File: src/hw/rtl/wsd_pkg.sv
package wsd_pkg;

  // Width of the payload length field on the result side
  localparam int LenFieldW = 63;

  // Depth of the op queue between parser and executor
  localparam int OpQDepth = 4;

  // Header parser phases
  typedef enum logic [2:0] {
    PhHdr0 = 3'd0,
    PhHdr1 = 3'd1,
    PhExt  = 3'd2,
    PhKey  = 3'd3,
    PhData = 3'd4
  } phase_e;

  // Opcodes of the first header byte
  localparam logic [3:0] OpcCont  = 4'h0;
  localparam logic [3:0] OpcText  = 4'h1;
  localparam logic [3:0] OpcBin   = 4'h2;
  localparam logic [3:0] OpcClose = 4'h8;

  // Frame class codes
  localparam logic [2:0] ClsCont  = 3'd0;
  localparam logic [2:0] ClsText  = 3'd1;
  localparam logic [2:0] ClsBin   = 3'd2;
  localparam logic [2:0] ClsClose = 3'd3;
  localparam logic [2:0] ClsOther = 3'd4;

  // 7-bit length codes that select an extended length
  localparam logic [6:0] Len16Code = 7'd126;
  localparam logic [6:0] Len64Code = 7'd127;

  // Extended length and key byte counts
  localparam logic [3:0] Ext16Bytes = 4'd2;
  localparam logic [3:0] Ext64Bytes = 4'd8;
  localparam logic [3:0] KeyBytes   = 4'd4;

  // Result kinds
  localparam logic KindHeader  = 1'b0;
  localparam logic KindPayload = 1'b1;

  // One op from parser to executor
  typedef struct packed {
    logic                 kind;
    logic                 last;
    logic [2:0]           cls;
    logic                 fin;
    logic                 masked;
    logic [LenFieldW-1:0] length;
    logic [7:0]           data;
    logic [7:0]           key;
  } op_t;

  // One result beat
  typedef struct packed {
    logic                 kind;
    logic [2:0]           cls;
    logic                 fin;
    logic                 masked;
    logic [LenFieldW-1:0] length;
    logic [7:0]           data;
    logic                 last;
  } res_t;

  function automatic logic [2:0] class_of(input logic [7:0] b0);
    logic [2:0] cls;
    unique case (b0[3:0])
      OpcCont:  cls = ClsCont;
      OpcText:  cls = ClsText;
      OpcBin:   cls = ClsBin;
      OpcClose: cls = ClsClose;
      default:  cls = ClsOther;
    endcase
    return cls;
  endfunction

endpackage

File: src/hw/rtl/websocket_frame_deframer_core.sv
// WebSocket frame deframer: raw frame bytes in, header and unmasked payload beats out.
// Input channel: drive in_byte_i and raise push; a beat is taken on a clock edge
// where push is high and full is low. One byte per cycle is taken sustained while full stays low.
// Result channel: while empty is low the oldest result sits on the result ports;
// raise pop to take it. kind_o is 0 for the header beat of a frame, 1 for a
// payload beat; last_o marks the final beat of a frame (the header beat if the
// payload is empty). Only the last header byte of a frame gives a result.
// Path: the op for a result enters the op queue at the edge that takes its byte,
// and the executor moves it into the output register once that register is free
// (empty or popped). Throughput is one result per cycle while pop keeps up; the
// parser loop is a registered state update.
// Lengths over LEN_BITS (capped at 63) bits saturate to all ones; bit 63 is dropped.
// Reset (rst_ni low, async) empties the op queue and output register and puts
// the parser at the first header byte of a frame.
// Receiver stall: results pile into the output register and a 4-entry op queue;
// once the queue fills, full rises and the byte stream is held off.
module websocket_frame_deframer_core #(
  parameter int LEN_BITS = 64
) (
  input  logic                          clk_i,
  input  logic                          rst_ni,
  input  logic                          push,
  output logic                          full,
  input  logic [7:0]                    in_byte_i,
  output logic                          empty,
  input  logic                          pop,
  output logic                          kind_o,
  output logic [2:0]                    frame_class_o,
  output logic                          final_fragment_o,
  output logic                          is_masked_o,
  output logic [wsd_pkg::LenFieldW-1:0] payload_length_o,
  output logic [7:0]                    data_byte_o,
  output logic                          last_o
);

  logic          in_beat;
  logic          op_push;
  wsd_pkg::op_t  op_in;
  wsd_pkg::op_t  op_out;
  logic          op_empty;
  logic          op_ready;
  logic          op_pop;
  wsd_pkg::res_t res;

  // front: header parse, length decode, key capture
  assign in_beat = push && !full;

  wsd_front #(
    .LEN_BITS (LEN_BITS)
  ) u_front (
    .clk_i      (clk_i),
    .rst_ni     (rst_ni),
    .in_valid_i (in_beat),
    .in_byte_i  (in_byte_i),
    .op_valid_o (op_push),
    .op_o       (op_in)
  );

  // op queue decouples parser from result delivery
  wsd_fifo u_fifo (
    .clk_i     (clk_i),
    .rst_ni    (rst_ni),
    .wr_i      (op_push),
    .wr_data_i (op_in),
    .full_o    (full),
    .rd_i      (op_pop),
    .rd_data_o (op_out),
    .empty_o   (op_empty)
  );

  assign op_pop = op_ready && !op_empty;

  // back: frame context, unmasking, output register
  wsd_back u_back (
    .clk_i      (clk_i),
    .rst_ni     (rst_ni),
    .op_valid_i (!op_empty),
    .op_i       (op_out),
    .op_ready_o (op_ready),
    .pop_i      (pop),
    .empty_o    (empty),
    .res_o      (res)
  );

  assign kind_o           = res.kind;
  assign frame_class_o    = res.cls;
  assign final_fragment_o = res.fin;
  assign is_masked_o      = res.masked;
  assign payload_length_o = res.length;
  assign data_byte_o      = res.data;
  assign last_o           = res.last;

endmodule

File: src/hw/rtl/wsd_front.sv
module wsd_front #(
  parameter int LEN_BITS = 64
) (
  input  logic            clk_i,
  input  logic            rst_ni,
  input  logic            in_valid_i,
  input  logic [7:0]      in_byte_i,
  output logic            op_valid_o,
  output wsd_pkg::op_t    op_o
);

  localparam int LenW = (LEN_BITS > wsd_pkg::LenFieldW) ? wsd_pkg::LenFieldW : LEN_BITS;
  localparam logic [wsd_pkg::LenFieldW-1:0] LenMax =
    (LenW >= wsd_pkg::LenFieldW) ? '1 :
    ((wsd_pkg::LenFieldW'(1) << LenW) - wsd_pkg::LenFieldW'(1));

  wsd_pkg::phase_e phase_q, phase_d;
  logic [7:0]                    fhb_q, fhb_d;
  logic                          mask_q, mask_d;
  logic [3:0]                    hpos_q, hpos_d;
  logic [wsd_pkg::LenFieldW-1:0] acc_q, acc_d;
  logic [31:0]                   key_q, key_d;
  logic [1:0]                    kidx_q, kidx_d;
  logic [LenW-1:0]               rem_q, rem_d;

  logic [6:0]                    l7;
  logic                          l7_ext;
  logic [wsd_pkg::LenFieldW-1:0] acc_shift;
  logic [wsd_pkg::LenFieldW-1:0] acc_fin;
  logic [wsd_pkg::LenFieldW-1:0] len_sat;
  logic                          len_zero;
  logic                          rem_last;
  logic [7:0]                    key_sel;

  // Shared datapath terms
  always_comb begin
    l7        = in_byte_i[6:0];
    l7_ext    = (l7 == wsd_pkg::Len16Code) || (l7 == wsd_pkg::Len64Code);
    acc_shift = {acc_q[wsd_pkg::LenFieldW-9:0], in_byte_i};
    unique case (phase_q)
      wsd_pkg::PhHdr1: acc_fin = wsd_pkg::LenFieldW'(l7);
      wsd_pkg::PhExt:  acc_fin = acc_shift;
      default:         acc_fin = acc_q;
    endcase
    len_sat  = (acc_fin > LenMax) ? LenMax : acc_fin;
    len_zero = (len_sat == '0);
    rem_last = (rem_q <= LenW'(1));
    unique case (kidx_q)
      2'd0:    key_sel = key_q[31:24];
      2'd1:    key_sel = key_q[23:16];
      2'd2:    key_sel = key_q[15:8];
      default: key_sel = key_q[7:0];
    endcase
  end

  // Next phase
  always_comb begin
    phase_d = phase_q;
    if (in_valid_i) begin
      unique case (phase_q)
        wsd_pkg::PhHdr0: phase_d = wsd_pkg::PhHdr1;
        wsd_pkg::PhHdr1: begin
          if (l7_ext) begin
            phase_d = wsd_pkg::PhExt;
          end else if (in_byte_i[7]) begin
            phase_d = wsd_pkg::PhKey;
          end else begin
            phase_d = len_zero ? wsd_pkg::PhHdr0 : wsd_pkg::PhData;
          end
        end
        wsd_pkg::PhExt: begin
          if (hpos_q == 4'd1) begin
            if (mask_q) begin
              phase_d = wsd_pkg::PhKey;
            end else begin
              phase_d = len_zero ? wsd_pkg::PhHdr0 : wsd_pkg::PhData;
            end
          end
        end
        wsd_pkg::PhKey: begin
          if (hpos_q == 4'd1) begin
            phase_d = len_zero ? wsd_pkg::PhHdr0 : wsd_pkg::PhData;
          end
        end
        wsd_pkg::PhData: begin
          if (rem_last) begin
            phase_d = wsd_pkg::PhHdr0;
          end
        end
        default: phase_d = wsd_pkg::PhHdr1;
      endcase
    end
  end

  // Datapath registers and ops
  always_comb begin
    logic finish;
    finish     = 1'b0;
    fhb_d      = fhb_q;
    mask_d     = mask_q;
    hpos_d     = hpos_q;
    acc_d      = acc_q;
    key_d      = key_q;
    kidx_d     = kidx_q;
    rem_d      = rem_q;
    op_valid_o = 1'b0;

    op_o.kind   = wsd_pkg::KindHeader;
    op_o.last   = len_zero;
    op_o.cls    = wsd_pkg::class_of(fhb_q);
    op_o.fin    = fhb_q[7];
    op_o.masked = (phase_q == wsd_pkg::PhHdr1) ? in_byte_i[7] : mask_q;
    op_o.length = len_sat;
    op_o.data   = in_byte_i;
    op_o.key    = key_sel;

    if (in_valid_i) begin
      unique case (phase_q)
        wsd_pkg::PhHdr1: begin
          mask_d = in_byte_i[7];
          if (l7 == wsd_pkg::Len16Code) begin
            hpos_d = wsd_pkg::Ext16Bytes;
            acc_d  = '0;
          end else if (l7 == wsd_pkg::Len64Code) begin
            hpos_d = wsd_pkg::Ext64Bytes;
            acc_d  = '0;
          end else begin
            acc_d = acc_fin;
            if (in_byte_i[7]) begin
              hpos_d = wsd_pkg::KeyBytes;
            end else begin
              finish = 1'b1;
            end
          end
        end
        wsd_pkg::PhExt: begin
          // top bit of a 64-bit length drops off the 63-bit accumulator
          acc_d  = acc_shift;
          hpos_d = hpos_q - 4'd1;
          if (hpos_q == 4'd1) begin
            if (mask_q) begin
              hpos_d = wsd_pkg::KeyBytes;
            end else begin
              finish = 1'b1;
            end
          end
        end
        wsd_pkg::PhKey: begin
          key_d  = {key_q[23:0], in_byte_i};
          hpos_d = hpos_q - 4'd1;
          if (hpos_q == 4'd1) begin
            finish = 1'b1;
          end
        end
        wsd_pkg::PhData: begin
          op_valid_o = 1'b1;
          op_o.kind  = wsd_pkg::KindPayload;
          op_o.last  = rem_last;
          kidx_d     = kidx_q + 2'd1;
          rem_d      = (rem_q == '0) ? '0 : (rem_q - LenW'(1));
        end
        default: begin
          // first header byte of a new frame
          fhb_d  = in_byte_i;
          mask_d = 1'b0;
          hpos_d = '0;
          acc_d  = '0;
          key_d  = '0;
          kidx_d = '0;
          rem_d  = '0;
        end
      endcase
      if (finish) begin
        op_valid_o = 1'b1;
        acc_d      = len_sat;
        kidx_d     = '0;
        rem_d      = len_sat[LenW-1:0];
      end
    end
  end

  always_ff @(posedge clk_i or negedge rst_ni) begin
    if (!rst_ni) begin
      phase_q <= wsd_pkg::PhHdr0;
    end else begin
      phase_q <= phase_d;
    end
  end

  always_ff @(posedge clk_i) begin
    fhb_q  <= fhb_d;
    mask_q <= mask_d;
    hpos_q <= hpos_d;
    acc_q  <= acc_d;
    key_q  <= key_d;
    kidx_q <= kidx_d;
    rem_q  <= rem_d;
  end

endmodule

File: src/hw/rtl/wsd_fifo.sv
module wsd_fifo (
  input  logic         clk_i,
  input  logic         rst_ni,
  input  logic         wr_i,
  input  wsd_pkg::op_t wr_data_i,
  output logic         full_o,
  input  logic         rd_i,
  output wsd_pkg::op_t rd_data_o,
  output logic         empty_o
);

  localparam int Depth = wsd_pkg::OpQDepth;
  localparam int PtrW  = $clog2(Depth);
  localparam int CntW  = $clog2(Depth + 1);

  wsd_pkg::op_t    mem_q [Depth];
  logic [PtrW-1:0] wptr_q, wptr_d;
  logic [PtrW-1:0] rptr_q, rptr_d;
  logic [CntW-1:0] cnt_q, cnt_d;

  assign full_o    = (cnt_q == CntW'(Depth));
  assign empty_o   = (cnt_q == '0);
  assign rd_data_o = mem_q[rptr_q];

  always_comb begin
    wptr_d = wptr_q;
    rptr_d = rptr_q;
    cnt_d  = cnt_q;
    if (wr_i) begin
      wptr_d = (wptr_q == PtrW'(Depth - 1)) ? '0 : (wptr_q + PtrW'(1));
    end
    if (rd_i) begin
      rptr_d = (rptr_q == PtrW'(Depth - 1)) ? '0 : (rptr_q + PtrW'(1));
    end
    unique case ({wr_i, rd_i})
      2'b10:   cnt_d = cnt_q + CntW'(1);
      2'b01:   cnt_d = cnt_q - CntW'(1);
      default: cnt_d = cnt_q;
    endcase
  end

  always_ff @(posedge clk_i or negedge rst_ni) begin
    if (!rst_ni) begin
      wptr_q <= '0;
      rptr_q <= '0;
      cnt_q  <= '0;
    end else begin
      wptr_q <= wptr_d;
      rptr_q <= rptr_d;
      cnt_q  <= cnt_d;
    end
  end

  always_ff @(posedge clk_i) begin
    if (wr_i) begin
      mem_q[wptr_q] <= wr_data_i;
    end
  end

endmodule

File: src/hw/rtl/wsd_back.sv
module wsd_back (
  input  logic          clk_i,
  input  logic          rst_ni,
  input  logic          op_valid_i,
  input  wsd_pkg::op_t  op_i,
  output logic          op_ready_o,
  input  logic          pop_i,
  output logic          empty_o,
  output wsd_pkg::res_t res_o
);

  logic                          res_valid_q, res_valid_d;
  wsd_pkg::res_t                 res_q, res_d;
  logic [2:0]                    cls_q, cls_d;
  logic                          fin_q, fin_d;
  logic                          masked_q, masked_d;
  logic [wsd_pkg::LenFieldW-1:0] len_q, len_d;
  logic                          take;

  assign op_ready_o = !res_valid_q || pop_i;
  assign take       = op_valid_i && op_ready_o;
  assign empty_o    = !res_valid_q;
  assign res_o      = res_q;

  always_comb begin
    res_valid_d = res_valid_q;
    res_d       = res_q;
    cls_d       = cls_q;
    fin_d       = fin_q;
    masked_d    = masked_q;
    len_d       = len_q;
    if (take) begin
      res_valid_d = 1'b1;
      res_d.kind  = op_i.kind;
      res_d.last  = op_i.last;
      if (op_i.kind == wsd_pkg::KindHeader) begin
        // latch frame context for the payload beats that follow
        cls_d        = op_i.cls;
        fin_d        = op_i.fin;
        masked_d     = op_i.masked;
        len_d        = op_i.length;
        res_d.cls    = op_i.cls;
        res_d.fin    = op_i.fin;
        res_d.masked = op_i.masked;
        res_d.length = op_i.length;
        res_d.data   = '0;
      end else begin
        res_d.cls    = cls_q;
        res_d.fin    = fin_q;
        res_d.masked = masked_q;
        res_d.length = len_q;
        res_d.data   = op_i.data ^ op_i.key;
      end
    end else if (pop_i) begin
      res_valid_d = 1'b0;
    end
  end

  always_ff @(posedge clk_i or negedge rst_ni) begin
    if (!rst_ni) begin
      res_valid_q <= 1'b0;
    end else begin
      res_valid_q <= res_valid_d;
    end
  end

  always_ff @(posedge clk_i) begin
    res_q    <= res_d;
    cls_q    <= cls_d;
    fin_q    <= fin_d;
    masked_q <= masked_d;
    len_q    <= len_d;
  end

endmodule
File: config.mk
export PLATFORM = sky130hd
export DESIGN_NAME = websocket_frame_deframer_core
export DESIGN_NICKNAME = d
export VERILOG_FILES = /design/src/hw/rtl/wsd_pkg.sv /design/src/hw/rtl/websocket_frame_deframer_core.sv /design/src/hw/rtl/wsd_front.sv /design/src/hw/rtl/wsd_fifo.sv /design/src/hw/rtl/wsd_back.sv
export SDC_FILE = /design/constraint.sdc
export NUM_CORES = 1
export LEC_CHECK = 0
export BUFFER_PORTS_ARGS = -buffer_cell sky130_fd_sc_hd__buf_2
export CAP_MARGIN = 20
export CORE_MARGIN = 4
export CORE_UTILIZATION = 55
export CTS_CLUSTER_SIZE = 30
export DETAILED_ROUTE_END_ITERATION = 8
export PLACE_DENSITY = 0.69
export SYNTH_ARGS = -nofsm -noshare
export SYNTH_HDL_FRONTEND = slang
export SYNTH_HIERARCHICAL = 1
export SYNTH_SLANG_ARGS = --single-unit
File: constraint.sdc
create_clock -name clk_i -period 8.5 [get_ports clk_i]
set_input_delay 0.85 -clock clk_i [delete_from_list [all_inputs] [get_ports clk_i]]
set_output_delay 0.85 -clock clk_i [all_outputs]
set_load 0.02 [all_outputs]
==> results of run 1 <==
-- through the flow --
| stage | hold WS, ps | power, W | util (%) | area, um^2 |
|---|---|---|---|---|
| floorplan | 457 | 0.00825 | - | 28100 |
| global placement | 475 | 0.00929 | 57.8 | 29100 |
| detailed placement | 482 | 0.00942 | 57.8 | 29100 |
| CTS | 114 | 0.0124 | 62.1 | 31300 |
| global route | 139 | 0.0129 | 62.2 | 31400 |
| finish | 128 | 0.0123 | 62.2 | 31400 |
-- path summary, 6_finish.rpt --
kind                                                  endpoint  slack (ps)                           start  depth (start not counted)
worst max-delay path             u_fifo/mem_q[2][32]$_DFFE_PP_        3750  u_front/phase_q[1]$_DFFE_PN0P_                          9
worst min-delay path            u_front/phase_q[0]$_DFFE_PN0P_         130                          rst_ni                          1
worst max register to register   u_fifo/mem_q[2][32]$_DFFE_PP_        3750  u_front/phase_q[1]$_DFFE_PN0P_                          9
worst min register to register     u_fifo/cnt_q[2]$_DFFE_PN0P_         500     u_fifo/cnt_q[2]$_DFFE_PN0P_                          1
max in group asynchronous         u_fifo/rptr_q[1]$_DFFE_PN0P_        8120                          rst_ni                          1
min in group clk_i                 u_fifo/cnt_q[2]$_DFFE_PN0P_         500     u_fifo/cnt_q[2]$_DFFE_PN0P_                          1
-- power groups by stage --
stage | logic [W] | clock network, W | registers (W)
floorplan | 0.00250 | 0 | 0.00575
global placement | 0.00367 | 0 | 0.00562
detailed placement | 0.00376 | 0 | 0.00566
CTS | 0.00378 | 0.00298 | 0.00560
global route | 0.00407 | 0.00313 | 0.00568
finish | 0.00376 | 0.00292 | 0.00560
-- placed cells by master, fill, tap and decap left out, types with 26 or more instances in the layout --
cell type  Yosys  routed
buf_2         22      91
nor3_1        29      29
nor4_1        27      26
edfxtp_1     660     660
clkbuf_16      0      70
o22ai_1       40      40
mux2_2        41      41
o21ai_0       76      76
inv_1         76      76
mux4_2        86      85
nor2_1        58      57
and3_1        27      27
mux2_4        30      30
nand2_1       90      90
xnor2_1       42      42
xor2_1        33      33
-- critical path, stage by stage, from the launching register on --
cell and delay [ps]:
dfrtp_1 690, nand2b_1 340, nor2_1 390, nand2_1 250, nor2_1 240, a21oi_2 50, buf_4 280, a21boi_0 670
and2_4 650, buf_4 680
-- registers in the layout, summed over array words and instances, names as in the netlist --
register / count
u_front/mask_q: 1
u_front/fhb_q: 5
u_front/key_q: 32
u_front/acc_q: 63
u_back/cls_q: 3
u_back/fin_q: 1
u_fifo/mem_q: 344
u_fifo/cnt_q: 3
u_back/len_q: 63
u_front/hpos_q: 4
u_front/kidx_q: 2
u_back/masked_q: 1
u_front/phase_q: 3
u_back/res_valid_q: 1
u_fifo/rptr_q: 2
u_front/rem_q: 63
u_back/res_o: 78
u_fifo/wptr_q: 2
-- cell type report --
type	instances	area, um^2
clock buffer	87	1830
clock inverter	36	350
fill	3529	19000
inverter	77	289
multi-input combinational	837	7270
sequential	671	20100
tap	672	841
timing repair buffer	117	678
-- layer usage --
| metal | up-vias | wire, um | global-route usage (%) |
|---|---|---|---|
| li1 | 6784 | - | - |
| met1 | 7686 | 25300 | 32.0 |
| met2 | 585 | 27600 | 32.9 |
| met3 | 82 | 4190 | 3.64 |
| met4 | 0 | 1370 | 6.94 |
| met5 | - | 0 | 0 |
-- logic make-up (layout without fill, tap and decap cells) --
logic type	count (synthesis)	in the layout	synth area share (%)
flops	671	671	71.4
simple gates	346	346	6.66
fa+ha+maj	15	15	0.694
mux	172	172	10.7
buf+inv	172	317	2.96
xor+xnor	75	75	2.33
compound gates	229	229	5.27
==> results_dict.tcl, run 1 <==
set metrics [dict create \
    status "finished, final reports clean" \
    netlist_top_cells_area "edfxtp_1 (70%), mux4_2 (6.9%), mux2_2 (1.6%), mux2_4 (1.6%), o21ai_0 (1.4%)" \
    cts_tree "yes" \
    grt_start_max_net_pins 79 \
    dp_slack_ps 3760 \
    row_count 82 \
    fin_ws_ps 3750 \
    fin_nets 1798 \
    synth_flop_cell "edfxtp_1" \
    routed_via_density 6.06 \
    antenna_found_initial 0 \
    arrival_ps 4970 \
    num_antenna_cells 0 \
    finalHoldViolCount 0 \
    seq_power_share_pct 45.6 \
    crit_type "reg2reg" \
    via_count 15100 \
    io_buffers 91 \
    start_util_pct 55.8 \
    synth_area_um2 28100 \
    stdcell_count 2497 \
    gp_congestion 0.902 \
    p_sw_share_pct 33.0 \
    die_w_um 234 \
    final.min_clock_period_ps 4750 \
    cts.repair.resized 0 \
    ys_types 72 \
    power.switching_w 0.00405 \
    synth_area_per_cell_um2 16.7 \
    dp.cells 2371 \
    synth_top_area_share_pct 70.5 \
    yosysMostFrequentCell "edfxtp_1" \
    critPathMaxFanout 50 \
    vdd_drop_max_mv 0.200 \
    yosysSeqAreaShare_pct 71.4 \
    worstMarginPinSlew_ps 1130 \
    clk_path_buf_depth 3 \
    synthCells 1680 \
    cts_buffers 67 \
    post_cts_buffers 0 \
    clockRootBuffer "clkbuf_16" \
    synth_edf_count 660 \
    clock_latency_ps 600 \
    startpoint_type "register" \
    grt_first_pass_wirelength_um 89500 \
    crit_path_end_kind "register" \
    ctsHoldBuffers 0 \
    finalSetupViolCount 0 \
    synthTopCellsByCount "edfxtp_1 (660), nand2_1 (90), mux4_2 (86)" \
    firstDrtPassIters 6 \
    skew_ps 16.9 \
    routed_wl_um 58500 \
    yosysWarnings 6 \
    dieArea_um2 54800 \
    synth-async-reset-ratio_pct 1.64 \
    post-route-period-util_pct 55.9 \
    clk_pin_slew_ps 60 \
    wire_per_inst_um 23.4 \
    cts_sinks 671 \
    clock.fmax_mhz 211 \
    power.internal_w 0.00823 \
    synth-seq-cells 671 \
    syn-num-nets 1707 \
    dieHeight_um 234 \
    slew_headroom_pct 23.8 \
    grt_pass1_vias 14900 \
    hpwl_um 36600 \
    ant_nets 0 \
    maxCapViolations 0 \
    rsz0062_at_grt "false" \
    track_usage_pct 21.5 \
    core_area_um2 50400 \
    p_per_area_nw_per_um2 392 \
    drc 0 \
    drt-initial-drc-count 1688 \
    grt_overflow_total 0 \
    hold_path_class "in2async" \
    cp.required_ps 8720 \
    drive_above_1_share_pct 21.7 \
    power_frac_comb_pct 30.6 \
    leakagePower_nw 10.7 \
    clock_power_share_pct 23.8 \
    maxSlewViolCount 0 \
    tns_ps 0 \
    synth_top_area_cell "edfxtp_1" \
    pin_count 92 \
    area_growth_pct 11.5 \
    htreeDepth 3 \
]
(Power assumes the default switching activity.)
==> inputs of run 2 (changes only) <==
Settings changed: PLACE_DENSITY 0.69 to 0.72.
Clock period 8.5 ns to 4.03 ns, I/O delays scaled along.
==> run 2 against run 1 <==
  * Global-route usage increased by 0.59 points
  * Sequential share of layout area is 0.75 points lower
  * Sequential cell count unchanged
  * Fmax rose by 35%
  * Register-to-register slack got worse by 3200 ps
  * Hold slack better by 38 ps
  * First-iteration DRC count grew 33%
  * Via count is 2.6% higher
  * Combinational power up 120%
  * Sequential power rose by 110%
  * Critical endpoint is now u_fifo/mem_q[2][84]$_DFFE_PP_
  * Highest routed layer unchanged
==> results_dict.tcl, run 2 (synthesis results as in run 1) <==
set metrics [dict create \
    slowest_stage "dfrtp_1" \
    maxCapViolations 0 \
    startpoint_type "register" \
    clockRootBuffer "clkbuf_16" \
    cts_tree "yes" \
    pin_count 92 \
    cts_buffers 66 \
    routed_wl_um 59800 \
    wl_met2_um 28600 \
    grt_pass1_vias 15200 \
    clk_path_buf_depth 3 \
    top_register "u_fifo/mem_q" \
    leakagePower_nw 10.9 \
    dp_slack_ps 633 \
    drc 0 \
    holdPathStages 1 \
    multi_input_area_um2 7260 \
    worst-path-buf-inv 1 \
    slew_headroom_pct 37.9 \
    routed_via_density 6.14 \
    via_count 15500 \
    finalHoldViolCount 0 \
    crit_type "reg2reg" \
    fin_ws_ps 505 \
    io_buffers 91 \
    met3_length_um 4410 \
    drt-met1-wl_um 25800 \
    cts_sinks 671 \
    cp.required_ps 4360 \
    power.total_w 0.0262 \
    htreeDepth 3 \
    drive_above_1_share_pct 23.7 \
    maxSlewViolCount 0 \
    row_count 82 \
    final_common_cell "edfxtp_1" \
    clock.fmax_mhz 284 \
    p_per_area_nw_per_um2 826 \
    hold_path_class "in2reg" \
    layout_common_cells "edfxtp_1 (660), buf_2 (91), nand2_1 (90)" \
    fillCellCount 3448 \
    clock_latency_ps 590 \
    crit_top_cell "nand4_1" \
    antenna_found_initial 1 \
    final.min_clock_period_ps 3520 \
    firstDrtPassIters 6 \
    grt_overflow_total 0 \
    cts.repair.resized 0 \
    whs_ps 166 \
    clk_pin_slew_ps 60 \
    finalSetupViolCount 0 \
    track_usage_pct 22.1 \
    worstMarginPinSlew_ps 930 \
    rr_worst_depth 7 \
    die_w_um 234 \
    rsz0062_at_grt "false" \
    start_util_pct 55.8 \
    grt_start_max_net_pins 89 \
    arrival_ps 3860 \
    regArea_um2 20100 \
    grt_first_pass_wirelength_um 92400 \
    critPathMaxFanout 51 \
    area_growth_pct 12.8 \
    vdd_drop_max_mv 0.527 \
    crit_cells 7 \
    tns_ps 0 \
    post-route-period-util_pct 87.5 \
    dieHeight_um 234 \
    drt-initial-drc-count 2250 \
    fin_nets 1834 \
    dieArea_um2 54800 \
    skew_ps 20.2 \
    hpwl_um 38600 \
    wire_per_inst_um 23.6 \
    ant_nets 0 \
    status "finished, final reports clean" \
    crit_path_end_kind "register" \
    gp_congestion 0.915 \
    crit_path_max_incr_delay_ps 780 \
    largest_register_ffs 344 \
    path_cells "nor3b_2 > buf_12 > a221oi_1 > nand4_1 > a2111oi_0 > nand4_1 > o21ai_0" \
    dr.max_layer_used "met4" \
    crit_family "compound AO/OA/AOI/OAI gates" \
    core_area_um2 50400 \
]
[run 2: metal layers]
metal  up-vias  track usage [%]
met5         -                0
met4         0             5.92
li1       6842                -
met2       696             34.1
met1      7934             33.5
met3        66             3.19
[run 2: area by class of cell]
type | instances | share of cell area (%)
repair buffers | 154 | 3.29
diodes | 1 | 0.00789
multi-input cells | 837 | 22.9
clock inverters | 45 | 1.53
clock buffers | 73 | 5.36
well taps | 672 | 2.65
inverters | 77 | 0.911
flip-flops and latches | 671 | 63.4
[run 2: worst register-to-register path: stages (launching register included)]
cell       delay, ps
dfrtp_1          780
nor3b_2          150
buf_12           220
a221oi_1         650
nand4_1          190
a2111oi_0        630
nand4_1          240
o21ai_0          420
[run 2: repair_timing]
action	4_1_cts	5_1_grt
endpoints found under the hold margin	11	0
hold buffers	1	0
setup buffers	0	0
[run 2: path summary, 6_finish.rpt]
kind,startpoint,endpoint,slack [ps]
max,u_front/phase_q[0]$_DFFE_PN0P_,u_fifo/mem_q[2][84]$_DFFE_PP_,510
min,in_byte_i[6],u_fifo/mem_q[3][14]$_DFFE_PP_,170
max reg2reg,u_front/phase_q[0]$_DFFE_PN0P_,u_fifo/mem_q[2][84]$_DFFE_PP_,510
min reg2reg,u_fifo/cnt_q[2]$_DFFE_PN0P_,u_fifo/cnt_q[2]$_DFFE_PN0P_,490
max in group asynchronous,rst_ni,u_fifo/rptr_q[0]$_DFFE_PN0P_,3490
min in group asynchronous,rst_ni,u_fifo/cnt_q[2]$_DFFE_PN0P_,290
[run 2: stage by stage]
step	cell area [um^2]	instances	util [%]
2_1_floorplan	28100	1680	-
3_3_place_gp	29500	2410	58.6
3_5_place_dp	29500	2410	58.6
4_1_cts	31700	2529	63.0
5_1_grt	31700	2529	63.0
6_report	31700	2530	63.0
[run 2: where the power goes]
| part | total, W | switching (W) | internal [W] |
|---|---|---|---|
| clock network | 0.00620 | 0.00256 | 0.00364 |
| registers | 0.0118 | 0.00105 | 0.0108 |
| logic | 0.00819 | 0.00501 | 0.00318 |
==> inputs of run 3 (changes only) <==
Settings changed: ABC_AREA set to 1, CORE_MARGIN 4 to not set.
==> run 3 against run 2 <==
  * Register-to-register slack gained 240 ps
  * Synthesized area grew 6.0%
  * Critical path depth grew 5
  * Non-clock buffer count shrank 30
  * Core utilization shrank 1.1 points
  * Clock skew is essentially flat
  * Sequential power is essentially flat
  * Via count grew 25%
  * Combinational power grew 17%
  * Critical path type unchanged
  * Highest routed layer unchanged
==> results_dict.tcl, run 3 <==
set metrics [dict create \
    maxCapViolations 0 \
    min_from "in_byte_i[5]" \
    synth_mux_area_share_pct 0 \
    leakagePower_nw 13.1 \
    synth-simple-area-share_pct 15.2 \
    synth_top_area_cell "edfxtp_1" \
    die_w_um 235 \
    hpwl_um 43500 \
    synth-adder-area-share_pct 0.654 \
    rsz0062_at_grt "false" \
    tns_ps 0 \
    synth_top_family_by_area "simple AND/OR/NAND/NOR gates" \
    layout_common_cells "nand2_1 (694), edfxtp_1 (660), inv_1 (357)" \
    grt_overflow_total 0 \
    synth-seq-cells 671 \
    power_frac_comb_pct 34.6 \
    ys_types 42 \
    crit_path_end_kind "register" \
    clk_path_buf_depth 3 \
    syn-num-nets 2722 \
    routed_via_density 5.56 \
    clock.fmax_mhz 305 \
    finalSetupViolCount 0 \
    vdd_drop_max_mv 0.620 \
    firstDrtPassIters 6 \
    slowest_stage "dfrtp_1" \
    clock_power_share_pct 21.4 \
    pin_count 92 \
    critPathMaxFanout 38 \
    stdcell_area_um2 32800 \
    yosysSeqAreaShare_pct 67.4 \
    ant_nets 0 \
    synthCells 2695 \
    p_sw_share_pct 38.1 \
    power.switching_w 0.0105 \
    top_register "u_fifo/mem_q" \
    track_usage_pct 24.5 \
    synth-async-reset-ratio_pct 1.64 \
    synth_area_um2 29800 \
    synth-compound-area-share_pct 8.21 \
    yosysWarnings 6 \
    start_util_pct 56.2 \
    area_growth_pct 10.1 \
    slew_headroom_pct 35.1 \
    placed_area_um2 30800 \
    row_count 84 \
    cp.required_ps 4340 \
    htreeDepth 3 \
    synth-xor-area-share_pct 1.17 \
    critPathLaunch "u_front/phase_q[0]$_DFFE_PN0P_" \
    synthTopCellsByCount "nand2_1 (695), edfxtp_1 (660), inv_1 (362)" \
    cts_sinks 671 \
    p_per_area_nw_per_um2 840 \
    crit_type "reg2reg" \
    fin_nets 2792 \
    hold_path_class "in2reg" \
    fin_ws_ps 746 \
    wire_per_inst_um 19.1 \
    final.min_clock_period_ps 3280 \
    arrival_ps 3590 \
    seq_power_share_pct 43.9 \
    drt-initial-drc-count 1997 \
    dieArea_um2 55200 \
    power.internal_w 0.0171 \
    netlist_top_cells_area "edfxtp_1 (66%), nand2_1 (8.7%), inv_1 (4.6%), o211ai_1 (4.4%), nor2_1 (2.5%)" \
    dieHeight_um 235 \
    drc 0 \
    crit_top_cell "nand2_1" \
    status "finished, final reports clean" \
    grt_first_pass_wirelength_um 105000 \
    drive_above_1_share_pct 10.1 \
    utilization_pct 61.9 \
    grt_pass1_vias 18800 \
    io_buffers 91 \
    largest_register_ffs 344 \
    synth_edf_count 660 \
    r2r_start "u_front/phase_q[0]$_DFFE_PN0P_" \
    yosysMostFrequentCell "nand2_1" \
    worst-path-buf-inv 2 \
    dp_slack_ps 851 \
    crit_family "simple AND/OR/NAND/NOR gates" \
    num_antenna_cells 0 \
    antenna_found_initial 0 \
    post-route-period-util_pct 81.5 \
    core_area_um2 53100 \
    clock_latency_ps 590 \
    maxSlewViolCount 0 \
    synth_flop_cell "edfxtp_1" \
    synth_area_per_cell_um2 11.1 \
    final_common_cell "nand2_1" \
    routed_wl_um 66800 \
    path_cells "inv_2 > nand3_4 > buf_4 > nand3_1 > nand2_1 > nor2_1 > nand2_1 > nor2_1 > nand2_1 > nor2_1 > nand2_1 > a21oi_1" \
    rrSetupSlack_ps 750 \
    synth_top_area_share_pct 66.4 \
    crit_path_max_incr_delay_ps 480 \
    clk_pin_slew_ps 60 \
    gp_congestion 0.894 \
    startpoint_type "register" \
    cts_buffers 68 \
    grt_start_max_net_pins 146 \
    worstMarginPinSlew_ps 974 \
    cts.repair.resized 0 \
    finalHoldViolCount 0 \
    cts_tree "yes" \
    clockRootBuffer "clkbuf_16" \
    via_count 19500 \
    skew_ps 20.6 \
]
-- run 3: timing repair --
action,4_1_cts,5_1_grt
buffers inserted,0,0
setup endpoints to repair,0,0
hold endpoints to repair,11,0
hold buffers,1,0
-- run 3: per-layer routing --
layer	global-route usage [%]	wire length, um	up-vias	part of all wire, %
met3	4.70	5510	98	8.2
met1	35.0	29200	9325	44
met2	37.9	30600	736	46
met5	0	0	-	0
met4	8.03	1530	0	2.3
li1	-	-	9305	-
-- run 3: worst register-to-register path, stage by stage (launching register included) --
cell	delay [ps]
dfrtp_1	480
inv_2	140
nand3_4	440
buf_4	420
nand3_1	90
nand2_1	260
nor2_1	180
nand2_1	70
nor2_1	110
nand2_1	60
nor2_1	140
nand2_1	160
a21oi_1	450
-- run 3: cell type report --
type	instances	area (um^2)
fillers	4073	20200
flip-flops and latches	671	20100
multi-input cells	1530	7560
clock buffers	85	1830
inverters	370	1410
repair buffers	124	868
well taps	688	861
clock inverters	33	224
-- run 3: path summary, 6_finish.rpt --
| check | endpoint | cells after the start |
|---|---|---|
| hold reg to reg | u_back/res_o[76]$_DFFE_PP_ | 2 |
| min in group asynchronous | u_front/phase_q[0]$_DFFE_PN0P_ | 2 |
| setup reg to reg | u_fifo/mem_q[1][84]$_DFFE_PP_ | 12 |
| setup / recovery | u_fifo/mem_q[1][84]$_DFFE_PP_ | 12 |
| hold / removal | u_fifo/mem_q[1][13]$_DFFE_PP_ | 1 |
| max in group asynchronous | u_fifo/rptr_q[1]$_DFFE_PN0P_ | 2 |
-- run 3: through the flow --
stage | instances | hold slack (ps) | total power [W]
floorplan | 2695 | 107 | 0.0189
global placement | 3382 | 284 | 0.0214
detailed placement | 3382 | 291 | 0.0217
CTS | 3501 | 28.6 | 0.0277
global route | 3501 | 59.5 | 0.0292
finish | 3501 | 59.0 | 0.0276
-- run 3: power groups by stage --
stage	combinational (W)	sequential [W]	clock [W]
3_3_place_gp	0.00921	0.0122	0
5_1_grt	0.0106	0.0123	0.00629
6_report	0.00956	0.0121	0.00591
2_1_floorplan	0.00633	0.0126	0
3_5_place_dp	0.00948	0.0122	0
4_1_cts	0.00954	0.0121	0.00601
-- run 3: cell families after synthesis --
kind of cell | after synthesis
simple gates | 1083
xor+xnor | 40
flops | 671
buf+inv | 494
compound gates | 392
fa+ha+maj | 15
